## src/design/ssrm_pkg.sv

```systemverilog
// Package: shared types, codes and frame constants of the serial switch register master.
`timescale 1ns / 1ps
package ssrm_pkg;

    // Command codes carried in tuser
    localparam logic [1:0] CMD_READ  = 2'd1;
    localparam logic [1:0] CMD_WRITE = 2'd2;

    // Sequencer phases
    typedef enum logic [2:0] {
        PH_IDLE    = 3'd0,
        PH_PREP    = 3'd1,
        PH_SHIFT   = 3'd2,
        PH_TRAIL   = 3'd3,
        PH_RELEASE = 3'd4,
        PH_PULSE   = 3'd5,
        PH_SAMPLE  = 3'd6,
        PH_CLOSE   = 3'd7
    } ssrm_phase_t;

    // Bit positions in the pin level vector
    localparam int PIN_CS    = 0;
    localparam int PIN_SK    = 1;
    localparam int PIN_DO    = 2;
    localparam int PIN_DOEN  = 3;
    localparam int PIN_CTLEN = 4;
    localparam int PIN_W     = 5;

    // Frame and clock counts
    localparam logic [5:0] READ_BITS    = 6'd46;
    localparam logic [5:0] WRITE_BITS   = 6'd27;
    localparam logic [5:0] SAMPLE_BITS  = 6'd32;
    localparam logic [5:0] EXTRA_CLOCKS = 6'd2;
    localparam int         FRAME_W      = 46;

    // Read preamble and opcode, write start and opcode
    localparam logic [31:0] READ_PREAMBLE = 32'hFFFF_FFFF;
    localparam logic [3:0]  READ_OPCODE   = 4'b0110;
    localparam logic [2:0]  WRITE_OPCODE  = 3'b101;

    // Reset value of the half period register
    localparam logic [7:0] HALF_PERIOD_RESET = 8'd3;

    // Bit positions of result fields in the output tdata
    localparam int OUT_CS    = 0;
    localparam int OUT_SK    = 1;
    localparam int OUT_DO    = 2;
    localparam int OUT_DOEN  = 3;
    localparam int OUT_CTLEN = 4;
    localparam int OUT_BUSY  = 5;
    localparam int OUT_DONE  = 6;

    // One input item
    typedef struct packed {
        logic [1:0]  cmd;
        logic        domain;
        logic [7:0]  reg_addr;
        logic [15:0] write_data;
        logic        din;
    } ssrm_item_t;

    // One result item
    typedef struct packed {
        logic        cs_pin;
        logic        sk_pin;
        logic        do_pin;
        logic        do_enable;
        logic        ctl_enable;
        logic        busy_res;
        logic        done_res;
        logic [31:0] read_data;
    } ssrm_result_t;

endpackage

```

## src/design/ssrm_seq.sv

```systemverilog
// Pin sequencer: state registers and the one-tick next-state and result logic.
`timescale 1ns / 1ps
module ssrm_seq
    import ssrm_pkg::*;
(
    input  logic         clk,
    input  logic         rst_n,
    input  logic         step,
    input  ssrm_item_t   item,
    input  logic [7:0]   half_period,
    output ssrm_result_t result
);

    ssrm_phase_t         phase_reg, phase_next;
    logic [7:0]          tick_reg, tick_next;
    logic [5:0]          bit_reg, bit_next;
    logic [FRAME_W-1:0]  out_shift_reg, out_shift_next;
    logic [31:0]         in_shift_reg, in_shift_next;
    logic                is_write_reg, is_write_next;
    logic [PIN_W-1:0]    pins_reg, pins_next;
    logic                post_sample_reg, post_sample_next;
    logic [31:0]         last_read_reg, last_read_next;
    logic                done;
    logic [7:0]          hp;
    logic [63:0]         frame_ext;
    logic [5:0]          frame_idx;
    logic [5:0]          bit_dec;

    assign hp        = (half_period == 8'd0) ? 8'd1 : half_period;
    assign frame_ext = {{(64 - FRAME_W){1'b0}}, out_shift_reg};
    assign bit_dec   = bit_reg - 6'd1;

    // State registers
    always_ff @(posedge clk or negedge rst_n)
    begin
        if (!rst_n)
        begin
            phase_reg       <= PH_IDLE;
            tick_reg        <= 8'd0;
            bit_reg         <= 6'd0;
            out_shift_reg   <= '0;
            in_shift_reg    <= 32'd0;
            is_write_reg    <= 1'b0;
            pins_reg        <= '0;
            post_sample_reg <= 1'b0;
            last_read_reg   <= 32'd0;
        end
        else if (step)
        begin
            phase_reg       <= phase_next;
            tick_reg        <= tick_next;
            bit_reg         <= bit_next;
            out_shift_reg   <= out_shift_next;
            in_shift_reg    <= in_shift_next;
            is_write_reg    <= is_write_next;
            pins_reg        <= pins_next;
            post_sample_reg <= post_sample_next;
            last_read_reg   <= last_read_next;
        end
    end

    // Next state for one tick
    always_comb
    begin
        phase_next       = phase_reg;
        tick_next        = tick_reg;
        bit_next         = bit_reg;
        out_shift_next   = out_shift_reg;
        in_shift_next    = in_shift_reg;
        is_write_next    = is_write_reg;
        pins_next        = pins_reg;
        post_sample_next = post_sample_reg;
        last_read_next   = last_read_reg;
        done             = 1'b0;
        frame_idx        = bit_dec;

        if (phase_reg == PH_IDLE)
        begin
            // Start a transaction
            if (item.cmd == CMD_READ || item.cmd == CMD_WRITE)
            begin
                is_write_next    = (item.cmd == CMD_WRITE);
                post_sample_next = 1'b0;
                if (item.cmd == CMD_WRITE)
                begin
                    out_shift_next = {{(FRAME_W - 27){1'b0}}, WRITE_OPCODE,
                                      item.reg_addr, item.write_data};
                end
                else
                begin
                    in_shift_next  = 32'd0;
                    out_shift_next = {READ_PREAMBLE, READ_OPCODE, item.domain,
                                      2'b00, item.reg_addr[6:0]};
                end
                phase_next = PH_PREP;
                bit_next   = 6'd1;
                pins_next  = '0;
                pins_next[PIN_CTLEN] = 1'b1;
                pins_next[PIN_DOEN]  = 1'b1;
                tick_next  = 8'd1;
            end
        end
        else if (tick_reg < hp)
        begin
            tick_next = tick_reg + 8'd1;
        end
        else
        begin
            tick_next = 8'd1;
            unique case (phase_reg)
                PH_PREP:
                begin
                    if (bit_reg != 6'd0)
                    begin
                        bit_next = 6'd0;
                        pins_next[PIN_CS] = is_write_reg;
                    end
                    else
                    begin
                        phase_next = PH_SHIFT;
                        bit_next   = is_write_reg ? WRITE_BITS : READ_BITS;
                        frame_idx  = (is_write_reg ? WRITE_BITS : READ_BITS) - 6'd1;
                        pins_next[PIN_SK] = 1'b0;
                        pins_next[PIN_DO] = frame_ext[frame_idx];
                    end
                end
                PH_SHIFT:
                begin
                    if (!pins_reg[PIN_SK])
                    begin
                        pins_next[PIN_SK] = 1'b1;
                    end
                    else
                    begin
                        bit_next = bit_dec;
                        pins_next[PIN_SK] = 1'b0;
                        frame_idx = bit_dec - 6'd1;
                        if (bit_dec == 6'd0)
                            phase_next = PH_TRAIL;
                        else
                            pins_next[PIN_DO] = frame_ext[frame_idx];
                    end
                end
                PH_TRAIL:
                begin
                    if (is_write_reg)
                    begin
                        pins_next[PIN_CS] = 1'b0;
                        phase_next = PH_PULSE;
                        bit_next   = EXTRA_CLOCKS;
                        pins_next[PIN_SK] = 1'b1;
                    end
                    else
                    begin
                        phase_next = PH_RELEASE;
                        pins_next[PIN_DOEN] = 1'b0;
                        pins_next[PIN_DO]   = 1'b0;
                    end
                end
                PH_RELEASE:
                begin
                    phase_next = PH_PULSE;
                    bit_next   = EXTRA_CLOCKS;
                    pins_next[PIN_SK] = 1'b1;
                end
                PH_PULSE:
                begin
                    if (pins_reg[PIN_SK])
                    begin
                        pins_next[PIN_SK] = 1'b0;
                    end
                    else
                    begin
                        bit_next = bit_dec;
                        if (bit_dec != 6'd0)
                        begin
                            pins_next[PIN_SK] = 1'b1;
                        end
                        else if (is_write_reg || post_sample_reg)
                        begin
                            phase_next = PH_CLOSE;
                            pins_next  = '0;
                        end
                        else
                        begin
                            phase_next = PH_SAMPLE;
                            bit_next   = SAMPLE_BITS;
                        end
                    end
                end
                PH_SAMPLE:
                begin
                    if (!pins_reg[PIN_SK])
                    begin
                        if (bit_reg == 6'd0)
                        begin
                            post_sample_next = 1'b1;
                            phase_next = PH_PULSE;
                            bit_next   = EXTRA_CLOCKS;
                        end
                        else
                        begin
                            // Sample din as the clock rises
                            in_shift_next = {in_shift_reg[30:0], item.din};
                        end
                        pins_next[PIN_SK] = 1'b1;
                    end
                    else
                    begin
                        bit_next = bit_dec;
                        pins_next[PIN_SK] = 1'b0;
                    end
                end
                PH_CLOSE:
                begin
                    phase_next = PH_IDLE;
                    pins_next  = '0;
                    if (!is_write_reg)
                        last_read_next = in_shift_reg;
                    done = 1'b1;
                end
                PH_IDLE:
                begin
                    phase_next = PH_IDLE;
                    pins_next  = '0;
                end
            endcase
        end
    end

    // Result for this tick, from the new state
    always_comb
    begin
        result.cs_pin     = pins_next[PIN_CS];
        result.sk_pin     = pins_next[PIN_SK];
        result.do_pin     = pins_next[PIN_DO] & pins_next[PIN_DOEN];
        result.do_enable  = pins_next[PIN_DOEN];
        result.ctl_enable = pins_next[PIN_CTLEN];
        result.busy_res   = (phase_next != PH_IDLE);
        result.done_res   = done;
        result.read_data  = last_read_next;
    end

endmodule

```

## src/design/serial_switch_register_master.sv

```systemverilog
// Top level: stream ports, input and result registers, half period register.
// An accepted item is held in the input register, its result item in the result register.
// Throughput: one item per cycle; the input register takes a new item while
// the result register still waits on m_tready (stall reaches s_tready when both hold).
// Each item is one sequencer tick; a clock phase on the pins spans half_period_ticks items.
// Reset: rst_n asynchronous, clears sequencer, pins released, half period back to 3.
`timescale 1ns / 1ps
module serial_switch_register_master
    import ssrm_pkg::*;
(
    input  logic        clk,
    input  logic        rst_n,
    // s_tdata: domain[0], reg_addr[8:1], write_data[24:9], din[25], zero fill
    input  logic        s_tvalid,
    output logic        s_tready,
    input  logic [31:0] s_tdata,
    // s_tuser: cmd[1:0]
    input  logic [1:0]  s_tuser,
    // m_tdata: cs_pin[0], sk_pin[1], do_pin[2], do_enable[3], ctl_enable[4],
    //          busy_res[5], done_res[6], read_data[38:7], zero fill
    output logic        m_tvalid,
    input  logic        m_tready,
    output logic [39:0] m_tdata,
    // Configuration: half_period_ticks
    input  logic        cfg_valid,
    output logic        cfg_ready,
    input  logic [7:0]  cfg_data
);

    logic         in_valid_reg, in_valid_next;
    ssrm_item_t   in_item_reg;
    logic         out_valid_reg, out_valid_next;
    ssrm_result_t out_res_reg;
    logic [7:0]   half_period_reg;
    logic         step;
    ssrm_result_t seq_res;

    // Handshake
    assign step      = in_valid_reg && (!out_valid_reg || m_tready);
    assign s_tready  = !in_valid_reg || step;
    assign cfg_ready = 1'b1;

    always_comb
    begin
        in_valid_next = in_valid_reg;
        if (s_tvalid && s_tready)
            in_valid_next = 1'b1;
        else if (step)
            in_valid_next = 1'b0;

        out_valid_next = out_valid_reg;
        if (step)
            out_valid_next = 1'b1;
        else if (m_tready)
            out_valid_next = 1'b0;
    end

    // Control registers
    always_ff @(posedge clk or negedge rst_n)
    begin
        if (!rst_n)
        begin
            in_valid_reg    <= 1'b0;
            out_valid_reg   <= 1'b0;
            half_period_reg <= HALF_PERIOD_RESET;
        end
        else
        begin
            in_valid_reg  <= in_valid_next;
            out_valid_reg <= out_valid_next;
            if (cfg_valid && cfg_ready)
                half_period_reg <= cfg_data;
        end
    end

    // Input payload register
    always_ff @(posedge clk)
    begin
        if (s_tvalid && s_tready)
        begin
            in_item_reg.cmd        <= s_tuser;
            in_item_reg.domain     <= s_tdata[0];
            in_item_reg.reg_addr   <= s_tdata[8:1];
            in_item_reg.write_data <= s_tdata[24:9];
            in_item_reg.din        <= s_tdata[25];
        end
    end

    ssrm_seq u_seq (
        .clk         (clk),
        .rst_n       (rst_n),
        .step        (step),
        .item        (in_item_reg),
        .half_period (half_period_reg),
        .result      (seq_res)
    );

    // Result payload register
    always_ff @(posedge clk)
    begin
        if (step)
            out_res_reg <= seq_res;
    end

    assign m_tvalid = out_valid_reg;
    assign m_tdata  = {1'b0, out_res_reg.read_data, out_res_reg.done_res,
                       out_res_reg.busy_res, out_res_reg.ctl_enable,
                       out_res_reg.do_enable, out_res_reg.do_pin,
                       out_res_reg.sk_pin, out_res_reg.cs_pin};

    // A finished transaction is no longer busy
    assert property (@(posedge clk) disable iff (!rst_n)
        m_tvalid && m_tdata[OUT_DONE] |-> !m_tdata[OUT_BUSY])
        else $error("done with busy still set");

    // Data level only shows while driven
    assert property (@(posedge clk) disable iff (!rst_n)
        m_tvalid && m_tdata[OUT_DO] |-> m_tdata[OUT_DOEN])
        else $error("data level without data enable");

    // Data pin is driven only while select and clock are driven
    assert property (@(posedge clk) disable iff (!rst_n)
        m_tvalid && m_tdata[OUT_DOEN] |-> m_tdata[OUT_CTLEN] && m_tdata[OUT_BUSY])
        else $error("data enable outside a transaction");

    // A processed item always lands in the result register
    assert property (@(posedge clk) disable iff (!rst_n)
        step |=> out_valid_reg)
        else $error("result lost");

endmodule
```

## config.mk

```make
export PLATFORM = sky130hd
export DESIGN_NAME = serial_switch_register_master
export DESIGN_NICKNAME = d
export VERILOG_FILES = /design/src/design/ssrm_pkg.sv /design/src/design/ssrm_seq.sv /design/src/design/serial_switch_register_master.sv
export SDC_FILE = /design/constraint.sdc
export NUM_CORES = 1
export LEC_CHECK = 0
export BUFFER_PORTS_ARGS = -buffer_cell sky130_fd_sc_hd__buf_4
export CORE_UTILIZATION = 45
export DETAILED_ROUTE_END_ITERATION = 8
export SLEW_MARGIN = 20
export SYNTH_ARGS = -nofsm -noshare
export SYNTH_HDL_FRONTEND = slang
export SYNTH_SLANG_ARGS = --single-unit
export TNS_END_PERCENT = 30
```

## constraint.sdc

```tcl
create_clock -name clk -period 4 [get_ports clk]
set_input_delay 0.4 -clock clk [delete_from_list [all_inputs] [get_ports clk]]
set_output_delay 0.4 -clock clk [all_outputs]
set_load 0.02 [all_outputs]
```

* Word-level counts from Yosys, hierarchy flattened
Cells that the tools add are included.
** Word-level totals
- Register bits after elaboration :: 211
- Bits of input ports :: 47
- Output and inout port bits :: 43
- Word-level logic and storage cells :: 157
** Cells by class
- $add $sub $neg :: 4
- $lt $le $gt $ge :: 3
- Equality and inequality tests :: 18
- Multiplexer cells :: 79
- Bitwise operators :: 1
- Reduce and logical (&&, ||, !) cells :: 27
** Operators by type and width (count)
- two-way mux 32 bit :: 11
- two-way mux 6 bit :: 12
- two-way mux 46 bit :: 1
- two-way mux 3 bit :: 12
- one-hot mux 6 bit (6 select lines) :: 1
- two-way mux 8 bit :: 4
- two-way mux 1 bit :: 23
- one-hot mux 3 bit (7 select lines) :: 1
- two-way mux 5 bit :: 4
- subtractor 6 x 1 -> 6 bit, second input constant :: 3
- < comparator 6 x 7 -> 1 bit, second input constant :: 2
- binary-select mux 1 bit (select 6 bit) :: 2
- == test 3 bit, second input constant :: 4
- zero test 6 bit :: 2
- nonzero test 6 bit :: 2
- adder 8 x 1 -> 8 bit, second input constant :: 1
- zero test 8 bit :: 1
- < comparator 8 bit :: 1
- AND reduction 8 bit :: 1
- nonzero test 2 bit :: 4
- AND reduction 7 bit :: 1
- nonzero test 7 bit :: 1
- == test 3 x 2 -> 1 bit, second input constant :: 2
- two-way mux 2 bit :: 3
- other kinds (23) :: 33

* Depth between registers and ports, before layout
- Word-level depth :: 10
- Depth in mapped cells :: 13
- Depth with buffers taken out :: 9

* Modules after synthesis
A second synthesis with hierarchy kept.
** Second synthesis, totals
- Cell total of the unflattened synthesis :: 702
- Area, all modules :: 8698.3 um^2
** By module, submodules not included
- ssrm_seq :: instances 1, cells each 606, area an instance 6241.0 um^2, seq. area each 2852.7 um^2
- serial_switch_register_master :: instances 1, cells each 96, area an instance 2457.4 um^2, seq. area each 2264.7 um^2

* Least setup slack after synthesis
OpenSTA, ideal clock, no wires.
- Path kind :: reg-to-reg
- Start :: reg u_seq.bit_reg[0]
- End :: reg out_res_reg (netlist bit m_tdata[2]) (data pin)
- Library setup time :: 0.262 ns
- Data arrival time :: 2.511 ns
- Required time :: 3.738 ns
- Path slack :: 1.227 ns
- Cell stages (with the launch flop) :: 14
- Path buffers :: 4
- Period minus slack after synthesis :: 2.773 ns
- Path through :: dfrtp_1 -> buf_2 -> buf_2 -> inv_1 -> ha_1 -> buf_4 -> o21bai_1 -> a2111oi_0 -> o31a_1 -> buf_4 -> a22o_1 -> a31o_2 -> a2bb2oi_1 -> o21ai_0
** RTL lines
- start: declaration :: RTL line ssrm_seq.sv:16 : logic [5:0] bit_reg, bit_next;
- start signal: assignment :: RTL line ssrm_seq.sv:52 : bit_reg <= bit_next;
- end signal: assignment :: RTL line serial_switch_register_master.sv:102 : out_res_reg <= seq_res;
- end: declaration :: RTL line serial_switch_register_master.sv:33 : ssrm_result_t out_res_reg;

==> results.cfg <==
[synth]
synth.avg_cell_area_um2 = 12.3
synthSimpleGateAreaFrac = 0.108
async_reset_ff_frac = 0.649
synth_seq_cells = 191
seq_area_frac_synth = 0.574
synthAdderAreaFrac = 0.0154
synth-main-ff-cell = dfrtp_1
synthXorXnorAreaFrac = 0.0133
synth.largest_area_cell = dfrtp_1
netlist_area_mm2 = 0.00892
synth.area.mux_share = 0.127
synth_top_family_by_area = multiplexers
synth-compound-area-share = 0.126
synthCells = 727
synth.area.top_cells = dfrtp_1, edfxtp_1, mux2_4, mux2_2, a22o_1
synth_top_area_frac = 0.342
synth_most_common_cell = dfrtp_1
synth-edff-count = 67
synth_cell_types = 73
ys_top_cells_by_count = dfrtp_1, nand2_1, edfxtp_1
yosys_warnings = 0
synth_nets = 785

[global_route]
overflow = 0
grt_pass1_vias = 5692
grt.total_usage = 0.188
grt_first_pass_wirelength_um = 29700
antenna_found_initial = 0
grt_max_degree = 70

[final_layout]
areaGrowthSynthToFinish_pct = 16.5
fin_nets = 851
final_core_util = 0.534
layout-drive-gt1-share = 0.270
largest_register_ffs = 39
n_antenna_cell = 0
layoutNonFillerInstCount = 1071

[routing]
drc = 0
dr.pass1.iters = 4
drt-initial-drc-count = 418
routedWlPerCell_um = 16.8
avgViaCountPerCell = 5.41
vias = 5799
ant_nets = 0
routed_wl_um = 18000

[clock_network]
post_cts_resized = 0
cts.reportedPaths.clkPinSlew_ps = 70
clock_latency_ps = 430
cts_tree = yes
hold_buffers = 0
cts_setup_buffers = 0
cts_num_sinks = 191
htree_levels = 4
root_buffer = clkbuf_16
cts_inserted_buffers = 17
clockBufferDepth = 2

[sta]
slew_headroom = 0.400
period_needed_ps = 3300
period_share = 0.824
fin_tns_setup_ps = 0
finalSetupViolCount = 0
rsz0062_at_grt = false
max_freq_ghz = 0.303
hold_viol = 0
finalClockSkew_ps = 10.7
slew_viol_final = 0
worst_pin_slew_ps = 900

[setup_path]
crit_type = flip-flop to flip-flop
rrSetupSlack_ps = 700
critPathArrivalTime_ps = 3570
worstReg2RegEnd = m_tdata[2]
cp-end-kind = flip-flop
r2r-start = u_seq.bit_reg[1]
worstPathMaxFanout = 10
critPathLaunchType = flip-flop
r2r_cells = 10
cp.required_ps = 4270

[placement]
port_buffers = 81
placedCellCount = 1039
hpwl_um = 11800
gp_congestion = 0.883

[min_path]
hp-class = input pin to asynchronous set/reset pin

[pwr]
ir_drop_mv = 0.338
powerDensity_mw_per_mm2 = 527
p_leak_uw = 0.00465

[floorplan]
die_area_mm2 = 0.0204
num_rows = 51
die_w_um = 143
core_mm2 = 0.0195
die_height_um = 143
start_util = 0.458
io_pins = 90

[outcome]
status = finished clean

[flow_run]
cap_violations = 0
==> per-layer routing <==
| layer | vias up | wire (µm) | track usage |
|---|---|---|---|
| met5 | - | 0 | 0 |
| met4 | 0 | 258 | 0.0651 |
| met3 | 21 | 871 | 0.0369 |
| met2 | 152 | 8580 | 0.295 |
| met1 | 2859 | 8340 | 0.261 |
| li1 | 2767 | - | - |
==> metrics by stage <==
step	hold WS (ps)	total power (µW)	setup WS, ps	instance area (µm²)
finish	91.3	5480	703	10400
global route	115	5770	507	10400
CTS	119	5530	767	10400
detailed placement	456	3670	796	9740
global placement	450	3630	895	9740
floorplan	104	3300	1230	8920
==> kinds of logic after synthesis <==
family / after synthesis
buffers and inverters: 68
XOR/XNOR: 12
adder cells (fa/ha/maj): 11
multiplexers: 86
other: 2
flip-flops: 191
AO/OA/AOI/OAI: 164
AND/OR/NAND/NOR: 193
==> power by group <==
group | internal (µW) | leakage, µW | switching, µW
Combinational | 542 | 0.00205 | 753
Clock | 1050 | 0.000313 | 791
Sequential | 2200 | 0.00229 | 142
Total | 3790 | 0.00465 | 1690
==> worst max-delay path, cell delays in order (launching register included) <==
cell and delay, ps:
dfrtp_1 470, inv_1 110, ha_1 400, nor3b_1 560
and2_0 480, buf_4 250, nand4b_1 100, a31o_2 260
a32oi_1 310, a2bb2oi_1 110, o21ai_0 80
==> worst max path at each step <==
stage / slack, ps / from / to
final: 700 / u_seq.bit_reg[1] / m_tdata[2]
after global routing: 510 / u_seq.bit_reg[1] / u_seq.pins_reg[2]
after CTS: 770 / u_seq.bit_reg[1] / m_tdata[2]
after detailed placement: 800 / u_seq.bit_reg[1] / m_tdata[2]
after global placement: 890 / u_seq.bit_reg[1] / m_tdata[2]
after floorplan: 1230 / u_seq.bit_reg[0] / m_tdata[2]
==> area by class of cell <==
cell class                 instances  area, µm²
clock buffer                      18        450
clock inverter                    14        195
fill                            1633       9070
inverter                          18       67.6
multi-input combinational        468       3490
sequential                       191       5120
tap                              265        332
timing repair buffer              97        741
==> cells in the final DEF, fill, tap and decap left out, types with 5 or more instances in the layout <==
master     synthesis  layout
dfrtp_1          122     122
buf_4              4      96
nand2_1           71      71
edfxtp_1          67      67
o21ai_0           54      54
mux2_2            37      37
nor2_1            36      36
a22o_1            34      34
mux2_4            30      30
a21oi_1           19      19
nor2b_1           19      19
clkbuf_16          0      18
inv_1             18      17
mux2i_1           13      13
nand3_1           12      12
nand2b_1          12      12
ha_1              11      11
nor3_1             8       8
xor2_1             6       6
mux4_2             6       6
nand3b_1           5       5
or3_1              5       5
xnor2_1            5       5
(Power assumes the default switching activity.)
